`src/hdl/flvd_pkg.sv`:
```
// Shared types and constants for the FLV tag deframer.
// Depends on nothing; imported by flv_tag_deframer_unit.
package flvd_pkg;

    typedef enum logic [1:0] {
        PH_FILE_HDR = 2'd0,
        PH_SKIP     = 2'd1,
        PH_TAG_HDR  = 2'd2,
        PH_PAYLOAD  = 2'd3
    } t_phase;

    typedef enum logic [1:0] {
        KIND_FILE_HDR   = 2'd0,
        KIND_TAG_HDR    = 2'd1,
        KIND_PAYLOAD    = 2'd2,
        KIND_LAST_BYTE  = 2'd3
    } t_kind;

    localparam logic [3:0] FILE_HDR_LAST = 4'd8;   // 9-byte file header
    localparam logic [3:0] SKIP_LAST     = 4'd3;   // 4-byte previous-tag-size
    localparam logic [3:0] TAG_HDR_LAST  = 4'd10;  // 11-byte tag header
    localparam logic [3:0] FLAGS_POS     = 4'd4;   // flags byte of file header

    localparam logic [7:0] TYPE_AUDIO  = 8'd8;
    localparam logic [7:0] TYPE_VIDEO  = 8'd9;
    localparam logic [7:0] TYPE_SCRIPT = 8'd18;

endpackage

```
`src/hdl/flv_tag_deframer_unit.sv`:
```
// FLV tag deframer top level: byte-wide file parser with tag records.
// Depends on flvd_pkg (phase and kind types, header lengths, tag types).
//
//  channel | valid   | stall   | payload
//  --------+---------+---------+------------------------------------------
//  input   | i_valid | o_stall | i_data_byte, i_first_byte
//  result  | o_valid | i_stall | o_kind, flags, tag fields, o_payload_byte,
//          |         |         | o_tag_total .. o_script_tags
//
// One byte per cycle while o_stall is low: the parse state updates in the cycle
// a byte is accepted and any result lands in the output register at the same
// edge. Reset (synchronous, active low) returns to the file header phase
// with all counters and tag fields cleared. A held result stalls input only
// while the downstream side stalls it; a result taken in the same cycle frees
// the register for the next one.
module flv_tag_deframer_unit
    import flvd_pkg::*;
(
    input  logic        i_clk,
    input  logic        i_rst_n,
    input  logic        i_valid,
    output logic        o_stall,
    input  logic [7:0]  i_data_byte,
    input  logic        i_first_byte,
    output logic        o_valid,
    input  logic        i_stall,
    output logic [1:0]  o_kind,
    output logic        o_has_audio,
    output logic        o_has_video,
    output logic [7:0]  o_tag_code,
    output logic [23:0] o_payload_size,
    output logic [31:0] o_timestamp,
    output logic [23:0] o_stream_num,
    output logic [7:0]  o_payload_byte,
    output logic [15:0] o_tag_total,
    output logic [15:0] o_audio_tags,
    output logic [15:0] o_video_tags,
    output logic [15:0] o_script_tags
);

    // Parse state
    t_phase      r_phase, n_phase;
    logic [3:0]  r_pos, n_pos;
    logic [1:0]  r_flags, n_flags;       // {audio, video}
    logic [23:0] r_remain, n_remain;
    logic [7:0]  r_type, n_type;
    logic [23:0] r_size, n_size;
    logic [31:0] r_time, n_time;
    logic [23:0] r_stream, n_stream;
    logic [15:0] r_total, n_total;
    logic [15:0] r_audio, n_audio;
    logic [15:0] r_video, n_video;
    logic [15:0] r_script, n_script;

    // Result register
    logic        r_out_valid;
    t_kind       r_kind;
    logic [1:0]  r_out_flags;
    logic [7:0]  r_out_type;
    logic [23:0] r_out_size;
    logic [31:0] r_out_time;
    logic [23:0] r_out_stream;
    logic [7:0]  r_out_pbyte;
    logic [15:0] r_out_total, r_out_audio, r_out_video, r_out_script;

    // Result produced by the current byte
    logic        res_valid;
    t_kind       res_kind;
    logic [7:0]  res_pbyte;
    logic        tag_fields;

    logic        in_accept;

    // Hold input only while a result waits and downstream refuses it
    assign o_stall   = r_out_valid & i_stall;
    assign in_accept = i_valid & ~o_stall;

    // Next parse state
    always_comb begin
        t_phase      ph;
        logic [3:0]  pos;
        logic [23:0] rem_dec;

        ph       = r_phase;
        pos      = r_pos;
        n_flags  = r_flags;
        n_remain = r_remain;
        n_type   = r_type;
        n_size   = r_size;
        n_time   = r_time;
        n_stream = r_stream;
        n_total  = r_total;
        n_audio  = r_audio;
        n_video  = r_video;
        n_script = r_script;
        rem_dec  = '0;

        // New file mark: restart parsing and counters in any phase
        if (i_first_byte) begin
            ph       = PH_FILE_HDR;
            pos      = '0;
            n_flags  = '0;
            n_remain = '0;
            n_type   = '0;
            n_size   = '0;
            n_time   = '0;
            n_stream = '0;
            n_total  = '0;
            n_audio  = '0;
            n_video  = '0;
            n_script = '0;
        end

        n_phase   = ph;
        n_pos     = pos;
        res_valid = 1'b0;
        res_kind  = KIND_FILE_HDR;
        res_pbyte = '0;

        case (ph)
            PH_FILE_HDR: begin
                if (pos == FLAGS_POS) begin
                    n_flags = {i_data_byte[2], i_data_byte[0]};
                end
                if (pos >= FILE_HDR_LAST) begin
                    n_phase   = PH_SKIP;
                    n_pos     = '0;
                    res_valid = 1'b1;
                    res_kind  = KIND_FILE_HDR;
                end else begin
                    n_pos = pos + 4'd1;
                end
            end
            PH_SKIP: begin
                if (pos >= SKIP_LAST) begin
                    n_phase = PH_TAG_HDR;
                    n_pos   = '0;
                end else begin
                    n_pos = pos + 4'd1;
                end
            end
            PH_TAG_HDR: begin
                case (pos)
                    4'd0: begin
                        n_type   = i_data_byte;
                        n_size   = '0;
                        n_time   = '0;
                        n_stream = '0;
                    end
                    4'd1, 4'd2, 4'd3: n_size = {n_size[15:0], i_data_byte};
                    4'd4, 4'd5, 4'd6: n_time = {8'd0, n_time[15:0], i_data_byte};
                    4'd7:             n_time = {i_data_byte, n_time[23:0]};
                    default:          n_stream = {n_stream[15:0], i_data_byte};
                endcase
                if (pos >= TAG_HDR_LAST) begin
                    n_pos   = '0;
                    n_total = n_total + 16'd1;
                    if (n_type == TYPE_AUDIO) begin
                        n_audio = n_audio + 16'd1;
                    end else if (n_type == TYPE_VIDEO) begin
                        n_video = n_video + 16'd1;
                    end else if (n_type == TYPE_SCRIPT) begin
                        n_script = n_script + 16'd1;
                    end
                    n_remain  = n_size;
                    n_phase   = (n_size == '0) ? PH_SKIP : PH_PAYLOAD;
                    res_valid = 1'b1;
                    res_kind  = KIND_TAG_HDR;
                end else begin
                    n_pos = pos + 4'd1;
                end
            end
            PH_PAYLOAD: begin
                rem_dec   = (n_remain != '0) ? n_remain - 24'd1 : n_remain;
                n_remain  = rem_dec;
                res_valid = 1'b1;
                res_pbyte = i_data_byte;
                if (rem_dec == '0) begin
                    n_phase  = PH_SKIP;
                    n_pos    = '0;
                    res_kind = KIND_LAST_BYTE;
                end else begin
                    res_kind = KIND_PAYLOAD;
                end
            end
            default: begin
                n_phase = PH_FILE_HDR;
            end
        endcase
    end

    // Tag fields read as zero on the file header record
    always_comb begin
        tag_fields = (res_kind != KIND_FILE_HDR);
    end

    // Advance parse state on every accepted byte
    always_ff @(posedge i_clk) begin
        if (!i_rst_n) begin
            r_phase  <= PH_FILE_HDR;
            r_pos    <= '0;
            r_flags  <= '0;
            r_remain <= '0;
            r_type   <= '0;
            r_size   <= '0;
            r_time   <= '0;
            r_stream <= '0;
            r_total  <= '0;
            r_audio  <= '0;
            r_video  <= '0;
            r_script <= '0;
        end else if (in_accept) begin
            r_phase  <= n_phase;
            r_pos    <= n_pos;
            r_flags  <= n_flags;
            r_remain <= n_remain;
            r_type   <= n_type;
            r_size   <= n_size;
            r_time   <= n_time;
            r_stream <= n_stream;
            r_total  <= n_total;
            r_audio  <= n_audio;
            r_video  <= n_video;
            r_script <= n_script;
        end
    end

    // Output valid: set on a new result, drop once the transaction completes
    always_ff @(posedge i_clk) begin
        if (!i_rst_n) begin
            r_out_valid <= 1'b0;
        end else if (in_accept && res_valid) begin
            r_out_valid <= 1'b1;
        end else if (!i_stall) begin
            r_out_valid <= 1'b0;
        end
    end

    // Output payload: load only with a new result, otherwise hold
    always_ff @(posedge i_clk) begin
        if (in_accept && res_valid) begin
            r_kind       <= res_kind;
            r_out_flags  <= n_flags;
            r_out_type   <= tag_fields ? n_type   : 8'd0;
            r_out_size   <= tag_fields ? n_size   : 24'd0;
            r_out_time   <= tag_fields ? n_time   : 32'd0;
            r_out_stream <= tag_fields ? n_stream : 24'd0;
            r_out_pbyte  <= res_pbyte;
            r_out_total  <= n_total;
            r_out_audio  <= n_audio;
            r_out_video  <= n_video;
            r_out_script <= n_script;
        end
    end

    assign o_valid        = r_out_valid;
    assign o_kind         = r_kind;
    assign o_has_audio    = r_out_flags[1];
    assign o_has_video    = r_out_flags[0];
    assign o_tag_code     = r_out_type;
    assign o_payload_size = r_out_size;
    assign o_timestamp    = r_out_time;
    assign o_stream_num   = r_out_stream;
    assign o_payload_byte = r_out_pbyte;
    assign o_tag_total    = r_out_total;
    assign o_audio_tags   = r_out_audio;
    assign o_video_tags   = r_out_video;
    assign o_script_tags  = r_out_script;

endmodule
```
`config.mk`:
```
export PLATFORM = sky130hd
export DESIGN_NAME = flv_tag_deframer_unit
export DESIGN_NICKNAME = d
export VERILOG_FILES = /design/src/hdl/flvd_pkg.sv /design/src/hdl/flv_tag_deframer_unit.sv
export SDC_FILE = /design/constraint.sdc
export NUM_CORES = 1
export LEC_CHECK = 0
export ABC_AREA = 1
export BUFFER_PORTS_ARGS = -buffer_cell sky130_fd_sc_hd__buf_2
export CAP_MARGIN = 20
export CELL_PAD_IN_SITES_DETAIL_PLACEMENT = 1
export CELL_PAD_IN_SITES_GLOBAL_PLACEMENT = 1
export CORE_UTILIZATION = 48
export DETAILED_ROUTE_END_ITERATION = 8
export HOLD_SLACK_MARGIN = 0.12
export PLACE_DENSITY_LB_ADDON = 0.1
export REMOVE_ABC_BUFFERS = 1
export SLEW_MARGIN = 20
export SYNTH_ARGS = -nofsm -noshare
export SYNTH_HDL_FRONTEND = slang
export SYNTH_SLANG_ARGS = --single-unit
```
`constraint.sdc`:
```
create_clock -name i_clk -period 15.2 [get_ports i_clk]
set_clock_uncertainty 0.1 [all_clocks]
set_input_delay 0.76 -clock i_clk [delete_from_list [all_inputs] [get_ports i_clk]]
set_output_delay 0.76 -clock i_clk [all_outputs]
set_load 0.05 [all_outputs]
```
==> report_table.html, run 1 <==
<table>
<tr><th>Metric</th><th>Value</th></tr>
<tr><th colspan="2">GRT</th></tr>
<tr><td>Global-route wire length before repair</td><td>88.3 mm</td></tr>
<tr><td>Global-route layer with the greatest usage</td><td>met2</td></tr>
<tr><td>M3 GR Usage</td><td>0.0457</td></tr>
<tr><td>Vias in the first global route</td><td>16,492</td></tr>
<tr><td>Total global routing track utilization</td><td>0.293</td></tr>
<tr><td>Number of antenna violations at the first check in global routing</td><td>0</td></tr>
<tr><td>Global-route congestion overflow total</td><td>0</td></tr>
<tr><td>Maximum number of pins on one net before global-route repair</td><td>115</td></tr>
<tr><td>Met1 routing resource usage after global routing</td><td>0.366</td></tr>
<tr><td>Global routing usage on met2</td><td>0.513</td></tr>
<tr><th colspan="2">Worst setup path</th></tr>
<tr><td>Internal reg-to-reg setup slack</td><td>9.51 ns</td></tr>
<tr><td>Worst r2r dst</td><td>o_payload_size[16]</td></tr>
<tr><td>Buf/Inv on CP</td><td>4</td></tr>
<tr><td>Required time of the critical path</td><td>15.27 ns</td></tr>
<tr><td>Origin of the critical flop-to-flop path</td><td>r_phase[1]</td></tr>
<tr><td>Critical path depth</td><td>10</td></tr>
<tr><td>Worst path max stage delay</td><td>0.99 ns</td></tr>
<tr><td>Data arrival at the endpoint of the critical path</td><td>5.77 ns</td></tr>
<tr><td>Worst setup path category</td><td>register to register</td></tr>
<tr><td>Cell breakdown of the critical path</td><td>nand2_1 &gt; nor2_2 &gt; nand2_2 &gt; inv_2 &gt; nor2_4 &gt; buf_4 &gt; o21ai_0 &gt; nand2_1 &gt; inv_6 &gt; buf_4</td></tr>
<tr><td>Family with the most delay on the worst path</td><td>buffers and inverters</td></tr>
<tr><td>Largest fanout on the critical path</td><td>98</td></tr>
<tr><td>Cell depth of the worst flop-to-flop path</td><td>10</td></tr>
<tr><td>Startpoint Class</td><td>register</td></tr>
<tr><td>Crit. End Element</td><td>register</td></tr>
<tr><td>Critical path's slowest cell</td><td>dfxtp_1</td></tr>
<tr><th colspan="2">Synthesis</th></tr>
<tr><td>Leading cell types by total area after synthesis</td><td>edfxtp_1, dfxtp_1, nand2_1</td></tr>
<tr><td>Netlist area before placement</td><td>0.0176 sq mm</td></tr>
<tr><td>Sequential element share of the synthesized area</td><td>0.489</td></tr>
<tr><td>Most area-hungry cell type in the Yosys netlist</td><td>edfxtp_1</td></tr>
<tr><td>Synth Flop Type</td><td>dfxtp_1</td></tr>
<tr><td>Async SR Flop Fraction</td><td>0</td></tr>
<tr><td>Number of enable-type register cells in the synthesized netlist</td><td>164</td></tr>
<tr><td>Number of cells produced by synthesis</td><td>2,241</td></tr>
<tr><td>Post-synthesis register bit count</td><td>349</td></tr>
<tr><td>Commonest cells in the synthesized netlist</td><td>nand2_1, inv_1, nor2_1</td></tr>
<tr><td>Synth Area per Inst</td><td>7.88 sq um</td></tr>
<tr><td>Most common cell in the synthesized netlist</td><td>nand2_1</td></tr>
<tr><td>Synth Warn #</td><td>0</td></tr>
<tr><td>Top-area cell type share of the netlist area</td><td>0.279</td></tr>
<tr><td>Distinct cells, synth</td><td>45</td></tr>
<tr><th colspan="2">Min path</th></tr>
<tr><td>Worst min-delay path endpoint</td><td>r_time[21]</td></tr>
<tr><td>Class of the tightest hold or removal check</td><td>register to register</td></tr>
<tr><td>Count of cells along the worst hold path</td><td>2</td></tr>
<tr><td>Beginning of the worst hold path</td><td>r_time[21]</td></tr>
<tr><th colspan="2">Die</th></tr>
<tr><td>Die height</td><td>194 um</td></tr>
<tr><td>Die Outline Area</td><td>0.0375 sq mm</td></tr>
<tr><td>Number of top-level design ports</td><td>179</td></tr>
<tr><td>Area of the core</td><td>0.0359 sq mm</td></tr>
<tr><td>Initial Utilization</td><td>0.491</td></tr>
<tr><td>X dimension of the die</td><td>194 um</td></tr>
<tr><td>Number of cell rows</td><td>69</td></tr>
<tr><th colspan="2">Clock tree</th></tr>
<tr><td>Clock network latency to the later pin of the worst-skew pair</td><td>0.56 ns</td></tr>
<tr><td>Post-CTS sizing</td><td>0</td></tr>
<tr><td>Number of H-tree branching levels</td><td>2</td></tr>
<tr><td>TritonCTS clock tree</td><td>yes</td></tr>
<tr><td>Number of CTS-inserted buffers</td><td>39</td></tr>
<tr><td>Clock sinks</td><td>349</td></tr>
<tr><td>Hold Buf Count CTS</td><td>0</td></tr>
<tr><td>Root buffer cell</td><td>clkbuf_16</td></tr>
<tr><td>Clock transition at path regs</td><td>0.06 ns</td></tr>
<tr><td>Number of buffers inserted by post-CTS setup repair</td><td>0</td></tr>
<tr><td>Maximum buffer depth of the clock tree</td><td>3</td></tr>
<tr><th colspan="2">Route</th></tr>
<tr><td>Post-detailed-route via-to-cell ratio</td><td>5.63</td></tr>
<tr><td>Via total after detailed routing</td><td>15,980</td></tr>
<tr><td>Count of antenna-violating nets left after detailed routing</td><td>0</td></tr>
<tr><td>First-pass detailed-route iteration total</td><td>5</td></tr>
<tr><td>Starting DRT DRC Count</td><td>877</td></tr>
<tr><td>Final Routed Wirelength</td><td>55.2 mm</td></tr>
<tr><td>Average detailed-routed wire length per instance</td><td>19.4 um</td></tr>
<tr><td>DRC violations left</td><td>0</td></tr>
<tr><th colspan="2">Flow run</th></tr>
<tr><td>Max-cap violations</td><td>0</td></tr>
<tr><th colspan="2">Placement</th></tr>
<tr><td># port buffers</td><td>178</td></tr>
<tr><td>DP Worst Slack</td><td>9.10 ns</td></tr>
<tr><td>Routability Congestion</td><td>0.865</td></tr>
<tr><td>DP Wirelength</td><td>36.5 mm</td></tr>
<tr><th colspan="2">Power</th></tr>
<tr><td>Leakage Power</td><td>9.42 nW</td></tr>
<tr><td>Int Pwr</td><td>1.61 mW</td></tr>
<tr><td>Power per Cell Area</td><td>109 mW/mm^2</td></tr>
<tr><td>Power share of the combinational group</td><td>0.097</td></tr>
<tr><td>Peak supply drop</td><td>0.0959 mV</td></tr>
<tr><td>Switching Fraction</td><td>0.257</td></tr>
<tr><td>NetSw</td><td>557 uW</td></tr>
<tr><td>Design Power</td><td>2.17 mW</td></tr>
<tr><td>Clock network fraction of total power</td><td>0.431</td></tr>
<tr><td>Proportion of power drawn by flip-flops and latches</td><td>0.472</td></tr>
<tr><th colspan="2">Timing</th></tr>
<tr><td>Period minus WS final</td><td>5.69 ns</td></tr>
<tr><td>Max Clock Freq</td><td>0.176 GHz</td></tr>
<tr><td>Actual transition at the worst max-transition pin</td><td>1.12 ns</td></tr>
<tr><td>Number of hold-slack violations in the final timing report</td><td>0</td></tr>
<tr><td>Ratio of final minimum period to clock period</td><td>0.374</td></tr>
<tr><td>Worst setup margin</td><td>9.51 ns</td></tr>
<tr><td>Max-slew violation count</td><td>0</td></tr>
<tr><td>Final TNS setup</td><td>0 ns</td></tr>
<tr><td>Final setup violating endpoints</td><td>0</td></tr>
<tr><td>Unrepaired setup endpoints after global routing</td><td>false</td></tr>
<tr><td>Worst rel slew slack</td><td>0.252</td></tr>
<tr><th colspan="2">Layout</th></tr>
<tr><td>Area growth, synth to finish</td><td>13.2%</td></tr>
<tr><td>Share of final-layout standard cells stronger than drive strength 1</td><td>0.121</td></tr>
<tr><td># nets final</td><td>2,372</td></tr>
<tr><td>Filler instances</td><td>4,460</td></tr>
<tr><td>Utilization after layout</td><td>0.556</td></tr>
<tr><td>Count of antenna diodes in the layout</td><td>0</td></tr>
<tr><th colspan="2">Outcome</th></tr>
<tr><td>Status</td><td>finished, final reports clean</td></tr>
</table>
==> power by group through the flow <==
stage / sequential [mW] / clock, mW / combinational, mW
2_1_floorplan: 1.04 / 0 / 0.142
3_3_place_gp: 1.04 / 0 / 0.196
3_5_place_dp: 1.04 / 0 / 0.207
4_1_cts: 1.02 / 0.952 / 0.209
5_1_grt: 1.03 / 0.986 / 0.237
6_report: 1.02 / 0.935 / 0.210
==> tightest hold or removal path: stages, from the launching register on <==
cell,delay [ns]
dfxtp_1,0.32
o211ai_1,0.10
inv_1,0.05
==> flip-flops by register name, summed over array words and instances (netlist names), 4 cells and up <==
name            flops
o_tag_total        16
o_timestamp        32
r_video            16
o_payload_byte      8
r_time             32
r_type              8
r_audio            16
o_video_tags       16
r_script           16
r_stream           24
r_pos               4
o_script_tags      16
o_audio_tags       16
r_size             24
r_total            16
o_stream_num       24
o_tag_code          8
r_remain           24
o_payload_size     24
==> layout make-up <==
cell class | count | area [sq um] | share of cell area
clock buffer | 58 | 1170 | 0.0586
clock inverter | 13 | 85.1 | 0.00426
inverter | 371 | 1410 | 0.0703
multi-input combinational | 1394 | 7110 | 0.356
sequential | 349 | 8630 | 0.432
tap | 461 | 577 | 0.0289
timing repair buffer | 193 | 1010 | 0.0504
==> logic make-up (layout without fill, tap and decap cells) <==
logic type	Yosys count	count (layout)	synth area share
AOI/OAI and AO/OA	510	510	0.174
xor gates and xnor gates	53	53	0.0263
adders and majority gates	11	11	0.00780
buffers and inverters	498	635	0.109
DFF	349	349	0.489
and+or+nand+nor	820	820	0.194
==> layer usage <==
layer  wire length (um)  vias to the layer above  part of all wire
met5                  0                        -                 0
li1                   -                     7629                 -
met1              23600                     7845              0.43
met4               1630                        0             0.030
met3               2660                      108             0.048
met2              27300                      398              0.49
==> worst max path at each step <==
| stage | start | end |
|---|---|---|
| floorplan | i_stall | o_audio_tags[0] |
| global placement | i_first_byte | o_payload_size[13] |
| detailed placement | i_first_byte | o_payload_size[13] |
| CTS | r_phase[1] | o_payload_size[16] |
| global route | r_phase[1] | o_payload_size[19] |
| finish | r_phase[1] | o_payload_size[16] |
==> metrics by stage <==
stage / instances / instance area, sq um / hold slack (ns)
2_1_floorplan: 2114 / 17100 / 0.367
3_3_place_gp: 2768 / 18700 / 0.380
3_5_place_dp: 2768 / 18700 / 0.387
4_1_cts: 2839 / 20000 / 0.407
5_1_grt: 2839 / 20000 / 0.427
6_report: 2839 / 20000 / 0.399
==> placed cells by master, fill, tap and decap left out, drive strengths merged, types with 45 or more instances in the layout <==
| cell type | count |
|---|---|
| a21oi | 104 |
| buf | 193 |
| clkbuf | 58 |
| dfxtp | 185 |
| edfxtp | 164 |
| inv | 370 |
| nand2 | 410 |
| nand3 | 71 |
| nor2 | 285 |
| o211ai | 59 |
| o21ai | 215 |
| o22ai | 45 |
| xor2 | 47 |
No activity file was read; power rests on OpenSTA's default activity.
==> run 2, diff against run 1 <==
--- a/config.mk
+++ b/config.mk
@@ -10,7 +10,7 @@
 export CAP_MARGIN = 20
 export CELL_PAD_IN_SITES_DETAIL_PLACEMENT = 1
 export CELL_PAD_IN_SITES_GLOBAL_PLACEMENT = 1
-export CORE_UTILIZATION = 48
+export CORE_UTILIZATION = 44
 export DETAILED_ROUTE_END_ITERATION = 8
 export HOLD_SLACK_MARGIN = 0.12
 export PLACE_DENSITY_LB_ADDON = 0.1
==> constraint.sdc (replaced) <==
create_clock -name i_clk -period 5.28 [get_ports i_clk]
set_clock_uncertainty 0.1 [all_clocks]
set_input_delay 0.264 -clock i_clk [delete_from_list [all_inputs] [get_ports i_clk]]
set_output_delay 0.264 -clock i_clk [all_outputs]
set_load 0.05 [all_outputs]
==> run 2 against run 1 <==
- first-iteration DRC count is 0.68% lower
- worst hold slack worse by 0.26 ns
- critical endpoint is now o_script_tags[10]
- largest cell class unchanged
- routed wire length is 0.87% higher
- setup slack worse by 7.9 ns
==> report_table.html, run 2 (synthesis results as in run 1) <==
<table>
<tr><th>Metric</th><th>Value</th></tr>
<tr><th colspan="2">Clock tree</th></tr>
<tr><td>Number of H-tree branching levels</td><td>2</td></tr>
<tr><td>Clock network latency to the later pin of the worst-skew pair</td><td>0.58 ns</td></tr>
<tr><td>Clock transition at path regs</td><td>0.06 ns</td></tr>
<tr><td>Hold Buf Count CTS</td><td>9</td></tr>
<tr><td>Post-CTS sizing</td><td>0</td></tr>
<tr><td>Number of buffers inserted by post-CTS setup repair</td><td>0</td></tr>
<tr><td>TritonCTS clock tree</td><td>yes</td></tr>
<tr><td>Maximum buffer depth of the clock tree</td><td>3</td></tr>
<tr><td>Clock sinks</td><td>349</td></tr>
<tr><td>Number of CTS-inserted buffers</td><td>40</td></tr>
<tr><td>Root buffer cell</td><td>clkbuf_16</td></tr>
<tr><th colspan="2">Power</th></tr>
<tr><td>Proportion of power drawn by flip-flops and latches</td><td>0.461</td></tr>
<tr><td>Power share of the combinational group</td><td>0.096</td></tr>
<tr><td>Peak supply drop</td><td>0.217 mV</td></tr>
<tr><td>Power per Cell Area</td><td>315 mW/mm^2</td></tr>
<tr><td>NetSw</td><td>1.66 mW</td></tr>
<tr><td>Leakage Power</td><td>9.54 nW</td></tr>
<tr><td>Design Power</td><td>6.40 mW</td></tr>
<tr><td>Clock network fraction of total power</td><td>0.443</td></tr>
<tr><td>Switching Fraction</td><td>0.260</td></tr>
<tr><td>Int Pwr</td><td>4.73 mW</td></tr>
<tr><th colspan="2">Die</th></tr>
<tr><td>Die height</td><td>202 um</td></tr>
<tr><td>Die Outline Area</td><td>0.0409 sq mm</td></tr>
<tr><td>Area of the core</td><td>0.0391 sq mm</td></tr>
<tr><td>X dimension of the die</td><td>202 um</td></tr>
<tr><td>Number of cell rows</td><td>72</td></tr>
<tr><td>Number of top-level design ports</td><td>179</td></tr>
<tr><td>Initial Utilization</td><td>0.451</td></tr>
<tr><th colspan="2">Worst setup path</th></tr>
<tr><td>Crit. End Element</td><td>register</td></tr>
<tr><td>Worst setup path category</td><td>register to register</td></tr>
<tr><td>Critical path's slowest cell</td><td>nor2_1</td></tr>
<tr><td>Cell breakdown of the critical path</td><td>inv_1 &gt; nor2_1 &gt; inv_1 &gt; ha_1 &gt; inv_1 &gt; nor2_8 &gt; nand2_1 &gt; o21ai_0 &gt; nand2_1 &gt; nor3b_1 &gt; nand2_1 &gt; nor2_1 &gt; nand2_1 &gt; nor2_1 &gt; xor2_1 &gt; inv_1</td></tr>
<tr><td>Buf/Inv on CP</td><td>4</td></tr>
<tr><td>Worst path max stage delay</td><td>0.66 ns</td></tr>
<tr><td>Cell depth of the worst flop-to-flop path</td><td>16</td></tr>
<tr><td>Family with the most delay on the worst path</td><td>simple AND/OR/NAND/NOR gates</td></tr>
<tr><td>Largest fanout on the critical path</td><td>16</td></tr>
<tr><td>Startpoint Class</td><td>register</td></tr>
<tr><td>Critical path depth</td><td>16</td></tr>
<tr><td>Data arrival at the endpoint of the critical path</td><td>3.95 ns</td></tr>
<tr><td>Required time of the critical path</td><td>5.51 ns</td></tr>
<tr><th colspan="2">GRT</th></tr>
<tr><td>Maximum number of pins on one net before global-route repair</td><td>172</td></tr>
<tr><td>Global-route wire length before repair</td><td>87.9 mm</td></tr>
<tr><td>Global-route congestion overflow total</td><td>0</td></tr>
<tr><td>Number of antenna violations at the first check in global routing</td><td>1</td></tr>
<tr><td>Total global routing track utilization</td><td>0.270</td></tr>
<tr><td>Vias in the first global route</td><td>15,916</td></tr>
<tr><th colspan="2">Placement</th></tr>
<tr><td>DP Worst Slack</td><td>1.27 ns</td></tr>
<tr><td># port buffers</td><td>178</td></tr>
<tr><td>DP Wirelength</td><td>36.4 mm</td></tr>
<tr><td>Routability Congestion</td><td>0.889</td></tr>
<tr><th colspan="2">Flow run</th></tr>
<tr><td>Max-cap violations</td><td>0</td></tr>
<tr><th colspan="2">Timing</th></tr>
<tr><td>Worst setup margin</td><td>1.56 ns</td></tr>
<tr><td>Period minus WS final</td><td>3.72 ns</td></tr>
<tr><td>Max-slew violation count</td><td>0</td></tr>
<tr><td>Actual transition at the worst max-transition pin</td><td>1.11 ns</td></tr>
<tr><td>Number of hold-slack violations in the final timing report</td><td>0</td></tr>
<tr><td>Worst rel slew slack</td><td>0.259</td></tr>
<tr><td>Unrepaired setup endpoints after global routing</td><td>false</td></tr>
<tr><td>Final setup violating endpoints</td><td>0</td></tr>
<tr><td>Max Clock Freq</td><td>0.269 GHz</td></tr>
<tr><td>Ratio of final minimum period to clock period</td><td>0.704</td></tr>
<tr><th colspan="2">Layout</th></tr>
<tr><td>Multi-input logic area</td><td>0.00711 sq mm</td></tr>
<tr><td># nets final</td><td>2,391</td></tr>
<tr><td>Most common cell after layout, fill and taps aside</td><td>nand2_1</td></tr>
<tr><td>Share of final-layout standard cells stronger than drive strength 1</td><td>0.124</td></tr>
<tr><td>Filler instances</td><td>4,853</td></tr>
<tr><td>Highest-count cells in the layout ignoring fill and taps</td><td>nand2_1, inv_1, nor2_1</td></tr>
<tr><td>Area growth, synth to finish</td><td>15.0%</td></tr>
<tr><td>Register area</td><td>0.00863 sq mm</td></tr>
<tr><th colspan="2">Route</th></tr>
<tr><td>Average detailed-routed wire length per instance</td><td>19.1 um</td></tr>
<tr><td>First-pass detailed-route iteration total</td><td>8</td></tr>
<tr><td>Top layer reached by signal wires</td><td>met4</td></tr>
<tr><td>Starting DRT DRC Count</td><td>871</td></tr>
<tr><td>Post-detailed-route via-to-cell ratio</td><td>5.47</td></tr>
<tr><td>Routed wire length on met3</td><td>2.35 mm</td></tr>
<tr><td>Via total after detailed routing</td><td>15,951</td></tr>
<tr><td>DRC violations left</td><td>0</td></tr>
<tr><td>Post-Route M1 WL</td><td>24.8 mm</td></tr>
<tr><td>Count of antenna-violating nets left after detailed routing</td><td>0</td></tr>
<tr><td>Met2 wire length</td><td>26.9 mm</td></tr>
<tr><td>Final Routed Wirelength</td><td>55.7 mm</td></tr>
<tr><th colspan="2">Min path</th></tr>
<tr><td>Class of the tightest hold or removal check</td><td>primary input to register</td></tr>
<tr><td>Count of cells along the worst hold path</td><td>3</td></tr>
<tr><th colspan="2">Outcome</th></tr>
<tr><td>Status</td><td>finished, final reports clean</td></tr>
</table>
==> run 2: per-layer routing <==
| layer | up-vias | track usage |
|---|---|---|
| met4 | 0 | 0.0991 |
| met1 | 7812 | 0.352 |
| met5 | - | 0 |
| met2 | 352 | 0.455 |
| li1 | 7690 | - |
| met3 | 97 | 0.0389 |
==> run 2: power by group through the flow <==
stage | Combinational, mW | Clock [mW] | Sequential, mW
floorplan | 0.410 | 0 | 2.99
global placement | 0.580 | 0 | 3.00
detailed placement | 0.599 | 0 | 3.00
CTS | 0.611 | 2.89 | 2.95
global route | 0.688 | 2.99 | 2.96
finish | 0.611 | 2.84 | 2.95
==> run 2: stage by stage <==
stage	area, sq um	hold slack (ns)	util	instances	TNS, ns
after floorplan	17100	0.296	-	2114	-943.39
after global placement	18900	0.380	0.483	2834	0
after detailed placement	18900	0.387	0.483	2834	0
after CTS	20300	0.141	0.519	2917	0
after global routing	20300	0.170	0.519	2918	0
final	20300	0.140	0.519	2918	0
==> run 2: path summary, 6_finish.rpt <==
kind / startpoint / endpoint / slack [ns]
worst max-delay path: r_pos[1] / o_script_tags[10] / 1.56
worst min-delay path: i_rst_n / r_remain[15] / 0.14
worst max register to register: r_pos[1] / o_script_tags[10] / 1.56
worst min register to register: r_time[19] / r_time[19] / 0.40
==> run 2: layout make-up <==
type | instances | area share
flip-flops and latches | 349 | 0.425
multi-input cells | 1394 | 0.350
inverters | 371 | 0.0694
repair buffers | 211 | 0.0580
clock buffers | 56 | 0.0543
well taps | 518 | 0.0319
clock inverters | 18 | 0.0111
diodes | 1 | 0.000123
==> run 2: worst register-to-register path, cell delays in order (launching register included) <==
cell,delay [ns]
dfxtp_1,0.31
inv_1,0.15
nor2_1,0.10
inv_1,0.11
ha_1,0.22
inv_1,0.12
nor2_8,0.26
nand2_1,0.09
o21ai_0,0.12
nand2_1,0.15
nor3b_1,0.31
nand2_1,0.14
nor2_1,0.66
nand2_1,0.19
nor2_1,0.17
xor2_1,0.20
inv_1,0.05
